`src/hw/rtl/msds_pkg.sv`:
```
`timescale 1ns / 1ps
`default_nettype none
// ----------------------------------------------------------------------------
// msds_pkg
// Shared types, opcodes and constants of the MIPS-I subset execute block.
// ----------------------------------------------------------------------------
package msds_pkg;

	// Data path and register file geometry.
	localparam int unsigned DATA_W   = 32;
	localparam int unsigned NUM_REGS = 32;
	localparam int unsigned REG_AW   = $clog2(NUM_REGS);
	localparam int unsigned PHYS_W   = 29;

	// Architectural constants.
	localparam logic [DATA_W-1:0] RESET_PC = 32'hBFC0_0000;
	localparam logic [REG_AW-1:0] REG_ZERO = 5'd0;
	localparam logic [REG_AW-1:0] REG_RA   = 5'd31;

	// Input item kinds, carried on tuser.
	localparam logic KIND_INSTR = 1'b0;
	localparam logic KIND_LOAD  = 1'b1;

	// Memory request codes of a result.
	typedef enum logic [1:0] {
		MEM_NONE  = 2'd0,
		MEM_LOAD  = 2'd1,
		MEM_STORE = 2'd2
	} mem_req_t;

	// Primary opcodes.
	localparam logic [5:0] OP_SPECIAL = 6'h00;
	localparam logic [5:0] OP_J       = 6'h02;
	localparam logic [5:0] OP_JAL     = 6'h03;
	localparam logic [5:0] OP_BEQ     = 6'h04;
	localparam logic [5:0] OP_BNE     = 6'h05;
	localparam logic [5:0] OP_ADDIU   = 6'h09;
	localparam logic [5:0] OP_ORI     = 6'h0D;
	localparam logic [5:0] OP_LUI     = 6'h0F;
	localparam logic [5:0] OP_LW      = 6'h23;
	localparam logic [5:0] OP_SW      = 6'h2B;

	// Function codes of the SPECIAL group.
	localparam logic [5:0] FN_SLL  = 6'h00;
	localparam logic [5:0] FN_SRL  = 6'h02;
	localparam logic [5:0] FN_JR   = 6'h08;
	localparam logic [5:0] FN_ADDU = 6'h21;
	localparam logic [5:0] FN_AND  = 6'h24;
	localparam logic [5:0] FN_OR   = 6'h25;
	localparam logic [5:0] FN_SLT  = 6'h2A;

	// Register file write-back.
	typedef struct packed {
		logic              en;
		logic [REG_AW-1:0] addr;
		logic [DATA_W-1:0] data;
	} wb_t;

	// Architectural state other than the register file.
	typedef struct packed {
		logic [DATA_W-1:0] pc;
		logic [DATA_W-1:0] branch_target;
		logic              delay_pending;
		logic [REG_AW-1:0] load_dest;
		logic              load_waiting;
	} arch_state_t;

	// One result item.
	typedef struct packed {
		logic              load_wait;
		logic [DATA_W-1:0] store_data;
		logic [PHYS_W-1:0] mem_addr;
		mem_req_t          mem_request;
		logic [PHYS_W-1:0] fetch_addr;
	} result_t;

endpackage
`default_nettype wire

```
`src/hw/rtl/mips_subset_execute_delay_slot.sv`:
```
`timescale 1ns / 1ps
`default_nettype none
// ----------------------------------------------------------------------------
// mips_subset_execute_delay_slot
// Executes a MIPS-I integer subset with one branch delay slot.
//
// Input stream s_axis: tuser is the item kind (instruction word or returning
// load data), tdata carries the instruction word and the load data. Output
// stream m_axis: exactly one result transaction per input transaction, holding
// the next fetch address, the memory request with its address and store data,
// and the load-wait flag.
// An accepted transaction goes to the execute stage register, its result to
// the output register on m_axis. Throughput: one transaction per cycle
// unless m_axis stalls. The register file sits in two synchronous RAMs read at
// acceptance; execute and write-back in the execute stage, last write forwarded.
// Reset: the pc becomes 0xBFC00000, the delay slot and load wait clear, and
// every register reads as zero. No clearing pass is needed.
// Stalls: while m_axis is stalled one result is held and one more item may
// wait in the execute stage; after that s_axis_tready falls.
// ----------------------------------------------------------------------------
module mips_subset_execute_delay_slot
	import msds_pkg::*;
(
	input  wire logic        clk,
	input  wire logic        arst_n,
	input  wire logic        s_axis_tvalid,
	output logic             s_axis_tready,
	input  wire logic [63:0] s_axis_tdata,  // instr_word[31:0], load_data[63:32]
	input  wire logic        s_axis_tuser,  // kind[0]
	output logic             m_axis_tvalid,
	input  wire logic        m_axis_tready,
	// fetch_addr[28:0], mem_request[30:29], mem_addr[59:31],
	// store_data[91:60], load_wait[92], zero fill[95:93]
	output logic      [95:0] m_axis_tdata
);

	logic        in_acc;
	logic        valid_s1;
	logic        s1_fire;
	logic        kind_s1;
	logic [31:0] instr_s1;
	logic [31:0] ldata_s1;
	logic [31:0] rs_data;
	logic [31:0] rt_data;
	arch_state_t state_q;
	arch_state_t state_nxt;
	wb_t         wb_exec;
	wb_t         wb_commit;
	result_t     res_exec;
	result_t     res_q;
	logic        out_valid_q;

	// Handshakes: the execute stage moves when the output register frees up.
	assign s1_fire       = valid_s1 && (!out_valid_q || m_axis_tready);
	assign s_axis_tready = !valid_s1 || s1_fire;
	assign in_acc        = s_axis_tvalid && s_axis_tready;

	// Register file, read at acceptance with the source fields of the word.
	msds_regfile u_regfile (
		.clk     (clk),
		.arst_n  (arst_n),
		.rd_en   (in_acc),
		.rs_addr (s_axis_tdata[25:21]),
		.rt_addr (s_axis_tdata[20:16]),
		.wb      (wb_commit),
		.rs_data (rs_data),
		.rt_data (rt_data)
	);

	// Execute stage register.
	always_ff @(posedge clk or negedge arst_n) begin
		if (!arst_n) begin
			valid_s1 <= 1'b0;
		end else if (in_acc) begin
			valid_s1 <= 1'b1;
		end else if (s1_fire) begin
			valid_s1 <= 1'b0;
		end
	end

	always_ff @(posedge clk) begin
		if (in_acc) begin
			kind_s1  <= s_axis_tuser;
			instr_s1 <= s_axis_tdata[31:0];
			ldata_s1 <= s_axis_tdata[63:32];
		end
	end

	// Decode and execute.
	msds_exec u_exec (
		.kind  (kind_s1),
		.instr (instr_s1),
		.ldata (ldata_s1),
		.a     (rs_data),
		.b     (rt_data),
		.cur   (state_q),
		.nxt   (state_nxt),
		.wb    (wb_exec),
		.res   (res_exec)
	);

	// Write-back only when the item leaves the execute stage.
	always_comb begin
		wb_commit    = wb_exec;
		wb_commit.en = wb_exec.en && s1_fire;
	end

	// Architectural state.
	always_ff @(posedge clk or negedge arst_n) begin
		if (!arst_n) begin
			state_q <= '{pc: RESET_PC, branch_target: '0, delay_pending: 1'b0,
				load_dest: '0, load_waiting: 1'b0};
		end else if (s1_fire) begin
			state_q <= state_nxt;
		end
	end

	// Output register.
	always_ff @(posedge clk or negedge arst_n) begin
		if (!arst_n) begin
			out_valid_q <= 1'b0;
		end else if (s1_fire) begin
			out_valid_q <= 1'b1;
		end else if (m_axis_tready) begin
			out_valid_q <= 1'b0;
		end
	end

	always_ff @(posedge clk) begin
		if (s1_fire) begin
			res_q <= res_exec;
		end
	end

	assign m_axis_tvalid = out_valid_q;
	assign m_axis_tdata  = {3'd0, res_q};

	// A load request always leaves the block waiting for its data.
	a_load_waits: assert property (@(posedge clk) disable iff (!arst_n)
		out_valid_q && res_q.mem_request == MEM_LOAD |-> res_q.load_wait)
		else $error("load request issued without load wait");

	// Address and store data are zero when no memory request is made.
	a_idle_bus: assert property (@(posedge clk) disable iff (!arst_n)
		out_valid_q && res_q.mem_request == MEM_NONE
		|-> res_q.mem_addr == '0 && res_q.store_data == '0)
		else $error("memory fields set without a request");

	// No store is issued while a load is outstanding.
	a_no_store_while_wait: assert property (@(posedge clk) disable iff (!arst_n)
		s1_fire && state_q.load_waiting |-> res_exec.mem_request == MEM_NONE)
		else $error("memory request issued while waiting for load data");

	// An item held in the execute stage keeps its contents.
	a_s1_hold: assert property (@(posedge clk) disable iff (!arst_n)
		valid_s1 && !s1_fire |=> valid_s1 && $stable(instr_s1) && $stable(kind_s1))
		else $error("execute stage changed while stalled");

endmodule
`default_nettype wire

```
`src/hw/rtl/msds_ram.sv`:
```
`timescale 1ns / 1ps
`default_nettype none
// ----------------------------------------------------------------------------
// msds_ram
// Generic single-write, single-read synchronous RAM with registered read data.
// ----------------------------------------------------------------------------
module msds_ram #(
	parameter int unsigned WIDTH = 32,
	parameter int unsigned DEPTH = 32
) (
	input  wire logic                     clk,
	input  wire logic                     we,
	input  wire logic [$clog2(DEPTH)-1:0] waddr,
	input  wire logic [WIDTH-1:0]         wdata,
	input  wire logic                     re,
	input  wire logic [$clog2(DEPTH)-1:0] raddr,
	output logic      [WIDTH-1:0]         rdata
);

	logic [WIDTH-1:0] mem_q [DEPTH];

	// Write port.
	always_ff @(posedge clk) begin
		if (we) begin
			mem_q[waddr] <= wdata;
		end
	end

	// Registered read port; returns the old contents on a same-address write.
	always_ff @(posedge clk) begin
		if (re) begin
			rdata <= mem_q[raddr];
		end
	end

endmodule
`default_nettype wire

```
`src/hw/rtl/msds_regfile.sv`:
```
`timescale 1ns / 1ps
`default_nettype none
// ----------------------------------------------------------------------------
// msds_regfile
// General register file held in two RAM copies, one per source operand, with
// per-entry valid bits for the reset value and forwarding of the last write.
// ----------------------------------------------------------------------------
module msds_regfile
	import msds_pkg::*;
(
	input  wire logic              clk,
	input  wire logic              arst_n,
	input  wire logic              rd_en,
	input  wire logic [REG_AW-1:0] rs_addr,
	input  wire logic [REG_AW-1:0] rt_addr,
	input  wire wb_t               wb,
	output logic      [DATA_W-1:0] rs_data,
	output logic      [DATA_W-1:0] rt_data
);

	logic [REG_AW-1:0]   rs_addr_q;
	logic [REG_AW-1:0]   rt_addr_q;
	logic [NUM_REGS-1:0] valid_q;
	wb_t                 wb_q;
	logic [DATA_W-1:0]   rs_ram;
	logic [DATA_W-1:0]   rt_ram;

	// Both copies take every write; each serves one operand.
	msds_ram #(.WIDTH(DATA_W), .DEPTH(NUM_REGS)) u_rs_ram (
		.clk   (clk),
		.we    (wb.en),
		.waddr (wb.addr),
		.wdata (wb.data),
		.re    (rd_en),
		.raddr (rs_addr),
		.rdata (rs_ram)
	);

	msds_ram #(.WIDTH(DATA_W), .DEPTH(NUM_REGS)) u_rt_ram (
		.clk   (clk),
		.we    (wb.en),
		.waddr (wb.addr),
		.wdata (wb.data),
		.re    (rd_en),
		.raddr (rt_addr),
		.rdata (rt_ram)
	);

	// Read addresses follow the RAM read, so the operand can be resolved later.
	always_ff @(posedge clk or negedge arst_n) begin
		if (!arst_n) begin
			rs_addr_q <= '0;
			rt_addr_q <= '0;
		end else if (rd_en) begin
			rs_addr_q <= rs_addr;
			rt_addr_q <= rt_addr;
		end
	end

	// Valid bits stand in for the all-zero reset of the RAM contents.
	always_ff @(posedge clk or negedge arst_n) begin
		if (!arst_n) begin
			valid_q <= '0;
		end else if (wb.en) begin
			valid_q[wb.addr] <= 1'b1;
		end
	end

	// The most recent write, which a read in the same cycle did not see.
	always_ff @(posedge clk or negedge arst_n) begin
		if (!arst_n) begin
			wb_q <= '0;
		end else if (wb.en || rd_en) begin
			wb_q <= wb;
		end
	end

	// Operand selection: forwarded write, then stored value, then reset value.
	always_comb begin
		if (wb_q.en && wb_q.addr == rs_addr_q) begin
			rs_data = wb_q.data;
		end else if (valid_q[rs_addr_q]) begin
			rs_data = rs_ram;
		end else begin
			rs_data = '0;
		end
		if (wb_q.en && wb_q.addr == rt_addr_q) begin
			rt_data = wb_q.data;
		end else if (valid_q[rt_addr_q]) begin
			rt_data = rt_ram;
		end else begin
			rt_data = '0;
		end
	end

endmodule
`default_nettype wire

```
`src/hw/rtl/msds_exec.sv`:
```
`timescale 1ns / 1ps
`default_nettype none
// ----------------------------------------------------------------------------
// msds_exec
// Decode and execute of one item: computes the register write-back, the next
// pc and delay-slot state, the load wait and the memory request.
// ----------------------------------------------------------------------------
module msds_exec
	import msds_pkg::*;
(
	input  wire logic        kind,
	input  wire logic [31:0] instr,
	input  wire logic [31:0] ldata,
	input  wire logic [31:0] a,
	input  wire logic [31:0] b,
	input  wire arch_state_t cur,
	output arch_state_t      nxt,
	output wb_t              wb,
	output result_t          res
);

	logic [5:0]  primary;
	logic [5:0]  fn;
	logic [4:0]  rt;
	logic [4:0]  rd;
	logic [4:0]  sh;
	logic [15:0] imm;
	logic [31:0] simm;
	logic [31:0] pc4;
	logic [31:0] jtgt;
	logic [31:0] btgt;
	logic [31:0] addsum;

	// Field extraction and address arithmetic.
	always_comb begin
		primary = instr[31:26];
		rt      = instr[20:16];
		rd      = instr[15:11];
		sh      = instr[10:6];
		fn      = instr[5:0];
		imm     = instr[15:0];
		simm    = {{16{imm[15]}}, imm};
		pc4     = cur.pc + 32'd4;
		jtgt    = {pc4[31:28], instr[25:0], 2'b00};
		btgt    = pc4 + {simm[29:0], 2'b00};
		addsum  = a + simm;
	end

	// Execute.
	always_comb begin
		nxt             = cur;
		wb              = '0;
		res             = '0;
		res.mem_request = MEM_NONE;
		if (kind == KIND_LOAD) begin
			if (cur.load_waiting) begin
				wb.en            = cur.load_dest != REG_ZERO;
				wb.addr          = cur.load_dest;
				wb.data          = ldata;
				nxt.load_waiting = 1'b0;
			end
		end else if (!cur.load_waiting) begin
			nxt.delay_pending = 1'b0;
			wb.addr           = rd;
			unique case (primary)
				OP_SPECIAL: begin
					unique case (fn)
						FN_SLL:  begin wb.en = 1'b1; wb.data = b << sh; end
						FN_SRL:  begin wb.en = 1'b1; wb.data = b >> sh; end
						FN_ADDU: begin wb.en = 1'b1; wb.data = a + b; end
						FN_AND:  begin wb.en = 1'b1; wb.data = a & b; end
						FN_OR:   begin wb.en = 1'b1; wb.data = a | b; end
						FN_SLT:  begin
							wb.en   = 1'b1;
							wb.data = {31'd0, $signed(a) < $signed(b)};
						end
						FN_JR: begin
							nxt.branch_target = a;
							nxt.delay_pending = 1'b1;
						end
						default: ;
					endcase
				end
				OP_J: begin
					nxt.branch_target = jtgt;
					nxt.delay_pending = 1'b1;
				end
				OP_JAL: begin
					wb.en             = 1'b1;
					wb.addr           = REG_RA;
					wb.data           = cur.pc + 32'd8;
					nxt.branch_target = jtgt;
					nxt.delay_pending = 1'b1;
				end
				OP_BEQ: begin
					if (a == b) begin
						nxt.branch_target = btgt;
						nxt.delay_pending = 1'b1;
					end
				end
				OP_BNE: begin
					if (a != b) begin
						nxt.branch_target = btgt;
						nxt.delay_pending = 1'b1;
					end
				end
				OP_ADDIU: begin wb.en = 1'b1; wb.addr = rt; wb.data = addsum; end
				OP_ORI: begin
					wb.en   = 1'b1;
					wb.addr = rt;
					wb.data = a | {16'd0, imm};
				end
				OP_LUI: begin wb.en = 1'b1; wb.addr = rt; wb.data = {imm, 16'd0}; end
				OP_LW: begin
					res.mem_request  = MEM_LOAD;
					res.mem_addr     = addsum[PHYS_W-1:0];
					nxt.load_dest    = rt;
					nxt.load_waiting = 1'b1;
				end
				OP_SW: begin
					res.mem_request = MEM_STORE;
					res.mem_addr    = addsum[PHYS_W-1:0];
					res.store_data  = b;
				end
				default: ;
			endcase
			// Register zero is never written.
			if (wb.addr == REG_ZERO) begin
				wb.en = 1'b0;
			end
			// The delay slot hands over to the latest recorded target.
			nxt.pc = cur.delay_pending ? nxt.branch_target : pc4;
		end
		res.fetch_addr = nxt.pc[PHYS_W-1:0];
		res.load_wait  = nxt.load_waiting;
	end

endmodule
`default_nettype wire
```
`config.mk`:
```
export PLATFORM = sky130hd
export DESIGN_NAME = mips_subset_execute_delay_slot
export DESIGN_NICKNAME = d
export VERILOG_FILES = /design/src/hw/rtl/msds_pkg.sv /design/src/hw/rtl/mips_subset_execute_delay_slot.sv /design/src/hw/rtl/msds_ram.sv /design/src/hw/rtl/msds_regfile.sv /design/src/hw/rtl/msds_exec.sv
export SDC_FILE = /design/constraint.sdc
export NUM_CORES = 2
export LEC_CHECK = 0
export ABC_AREA = 1
export BUFFER_PORTS_ARGS = -buffer_cell sky130_fd_sc_hd__buf_2
export CAP_MARGIN = 20
export CELL_PAD_IN_SITES_DETAIL_PLACEMENT = 1
export CELL_PAD_IN_SITES_GLOBAL_PLACEMENT = 1
export CORE_MARGIN = 10
export CORE_UTILIZATION = 35
export CTS_CLUSTER_DIAMETER = 30
export DETAILED_ROUTE_END_ITERATION = 7
export PLACE_DENSITY = 0.7
export SLEW_MARGIN = 20
export SYNTH_ARGS = -nofsm -noshare
export SYNTH_HDL_FRONTEND = slang
export SYNTH_SLANG_ARGS = --single-unit
```
`constraint.sdc`:
```
create_clock -name clk -period 6.3 [get_ports clk]
set_input_delay 0.63 -clock clk [delete_from_list [all_inputs] [get_ports clk]]
set_output_delay 0.63 -clock clk [all_outputs]
set_load 0.02 [all_outputs]
```
==> impl_results.md <==
* Initial antenna violation count at 16
* Met2 Wirelength at about 180 mm
* Final Wtd Congestion at 1.01
* WP data required at 6.97 ns
* Max incr delay on CP at 0.48 ns
* Seq cells post-synth at 1399
* Critical path class: reg -> reg
* Synth warnings at 0
* TNS Setup at 0 ns
* Power Density at 376 nW/um^2
* Fin nets at 9084
* Fillers at ~25k
* Final wirelength at around 400 mm
* Overall Global Routing Usage at a little under a third
* WL met3 at around 36 mm
* Clk slew on worst S/H paths at about 0.05 ns
* Clock Skew at 0.123 ns
* Via density at roughly 6.3
* Multi-input logic area at approximately 32000 sq um
* Final hold violation count at 0
* I/O pins at 167
* DP HPWL at 251 mm
* Metal1 wirelength at between 150 and 200 mm
* Worst EP arrival at approximately 6.7 ns
* Die area at 241000 sq um
* CTS tree: built
* RSZ-0062 raised after global routing: true
* Post-synth top area share at 48.2%
* CP Capture Type: flip-flop
* Highest metal used: met5
* Die span in y at slightly below 500 um
* Most frequent CP cell: nand2_1
* First-pass DRT Iterations at 6
* Buffers on Ports at ~160
* DRC viols at 0
* Worst path slowest cell: dfrtp_2
* Final Max Slew Viols at 0
* Leakage at 35.6 nW
* Hold Path Class: in -> reg
* Outcome: complete, no violations
* Core ar. at 220000 sq um
* Number of synthesized flops with an enable pin at 1246
* Worst-margin pin slew at between 1 and 1.5 ns
* Clock buffer depth at 4
* Synth Instances at 8562
* Layout cells sized above 1 at 13.3%
* FMAX at 166 MHz
* Cell taking the most area after synthesis: edfxtp_1
* Peak VDD IR at 0.314 mV
* Post-synthesis async set-or-reset flop share at 10.9%
* First-pass GRT wire length at 563 mm
* CP startpoint kind: flip-flop
* Clock sinks at between 1k and 1.5k
* Final min period at 6.02 ns
* Slew margin rel. at 23.2%
* Die Wd at roughly 490 um
* Clock Latency Late Sink at 0.99 ns
* Synth area leaders: edfxtp_1 48%, o21ai_0 8.6%, nor2_1 6.7%
* Post-CTS Repair Setup Buffers at 0
* Netlist cell types at 69
* Final ANT Viol Nets at 0
* Via count at 76.2k
* Syn Area/Cell at 9.06 sq um
* Largest net degree at the start of global routing at 157
* Ys flop type: edfxtp_1
* Num CTS Buffers at about 350
* Crit-path max FO at 33
* Starting Density at 35.3%
* H-tree depth at 5
* Seq/Total Area, Yosys at 53.2%
* Congestion Overflow GR at 0
* 1st-iter DRT viols at 9225
* Root Driver: clkbuf_16
* Fin crit share at a little over nine tenths
* Total power at 35.8 mW
* Area Overhead vs Synth at 22.9%
* Number of global-route vias before repair at around 79k
* Wire length per cell at between 30 and 40 um
* Rows at 172
* Max cap viols at 0
* # setup viols final at 0
* Netlist Area Pre-Place at about 78000 sq um
* Register area at 41300 sq um
==> through the flow <==
stage,util (%),setup WS (ns),std cells,hold WS [ns],cell area (sq um)
detailed placement,37.7,-0.138,11381,0.435,82900
floorplan,-,1.79,8596,0.334,77700
CTS,43.3,0.0443,12066,0.0334,95300
global route,43.3,-0.0403,12068,0.0800,95400
global placement,37.7,0.0173,11381,0.434,82900
finish,43.3,0.276,12071,0.101,95400
==> kinds of logic (layout without fill, tap and decap cells) <==
kind of cell / Yosys count / in the layout / synth area share, %
muxes: 2 / 2 / 0.0258
DFF: 1399 / 1399 / 53.2
AOI/OAI and AO/OA: 2567 / 2567 / 19.9
other: 1 / 39 / 0.00483
xor gates and xnor gates: 63 / 63 / 0.711
and+or+nand+nor: 3241 / 3242 / 17.6
buffers and inverters: 1110 / 1622 / 5.68
adders and majority gates: 179 / 179 / 2.91
==> registers in the layout, indices dropped and copies added, names as in the netlist <==
signal / flops
u_regfile.valid_q: 32
valid_s1: 1
m_axis_tvalid: 1
u_regfile.wb_q: 38
u_regfile.rs_addr_q: 5
kind_s1: 1
m_axis_tdata: 93
u_regfile.rt_addr_q: 5
u_regfile.u_rs_ram.mem_q: 32
instr_s1: 32
u_regfile.u_rt_ram.mem_q: 992
u_regfile.u_rt_ram.rdata: 32
state_q: 71
ldata_s1: 32
u_regfile.u_rs_ram.rdata: 32
==> power by group <==
group | internal [mW] | switching, mW | leakage, nW
Clock | 12.4 | 5.79 | 5.71
Sequential | 10.6 | 0.465 | 13.8
Combinational | 1.83 | 4.85 | 16.1
Total | 24.7 | 11.1 | 35.6
==> worst paths after layout <==
| check | start | endpoint | slack (ns) | cells past startpoint |
|---|---|---|---|---|
| worst max-delay path | u_regfile.rs_addr_q[1] | u_regfile.u_rt_ram.mem_q[7][21] | 0.28 | 28 |
| worst min-delay path | s_axis_tdata[23] | instr_s1[23] | 0.10 | 1 |
| worst max register to register | u_regfile.rs_addr_q[1] | u_regfile.u_rt_ram.mem_q[7][21] | 0.28 | 28 |
| worst min register to register | u_regfile.valid_q[0] | u_regfile.valid_q[0] | 0.43 | 0 |
| max in group asynchronous | arst_n | u_regfile.wb_q[8] | 4.80 | 3 |
| min in group asynchronous | arst_n | state_q[58] | 0.25 | 2 |
==> final cells by class <==
class | instances | area share [%]
flip-flops and latches | 1399 | 43.2
multi-input cells | 6088 | 34.0
clock buffers | 406 | 9.79
repair buffers | 503 | 4.47
well taps | 2958 | 3.88
clock inverters | 218 | 2.57
inverters | 495 | 2.02
diodes | 4 | 0.0105
==> worst max-delay path: cells and delay by family (launching register included) <==
kind	cells	cell delay, ns
flops	1	0.48
simple gates	10	1.26
fa+ha+maj	1	0.40
compound gates	11	2.18
xor+xnor	1	0.35
buf+inv	5	0.98
==> cell usage after synthesis, types with 55 or more instances <==
library cell  instances
nand2_1             997
o221ai_1            400
a32oi_1              56
o22ai_1             193
inv_1               460
a31oi_1              84
o21ai_1              67
clkbuf_1            515
ha_1                176
o21ai_0            1326
a21oi_1             286
nand4_1              55
nand3_1             628
edfxtp_1           1246
nor2_1             1387
dfrtp_1             144
==> what timing repair did <==
item / CTS / global route
endpoints found under the hold margin: 112 / 0
pin swaps: 0 / 1
setup endpoints to repair: 60 / 247
resized for setup: 1 / 12
gates cloned: 0 / 1
hold buffers: 61 / 0
==> routing by layer <==
metal | vias to the layer above | GRT usage, %
li1 | 31650 | -
met1 | 38599 | 38.7
met2 | 4679 | 50.2
met3 | 1303 | 6.45
met4 | 12 | 18.6
met5 | - | 0
==> placed cells by master (no fill, tap or decap), types with 60 or more instances in the layout <==
master,netlist,layout
o22ai_1,193,193
dlygate4sd3_1,0,61
nand3_1,628,627
o21ai_1,67,62
nand2_1,997,997
a31oi_1,84,84
o221ai_1,400,400
ha_1,176,176
inv_1,460,450
a21oi_1,286,284
clkbuf_16,0,361
edfxtp_1,1246,1246
clkinv_2,0,60
nor2_1,1387,1346
dfrtp_1,144,143
buf_2,46,156
buf_4,17,224
o21ai_0,1326,1326
Note: power is estimated with default switching activity, not from simulation.
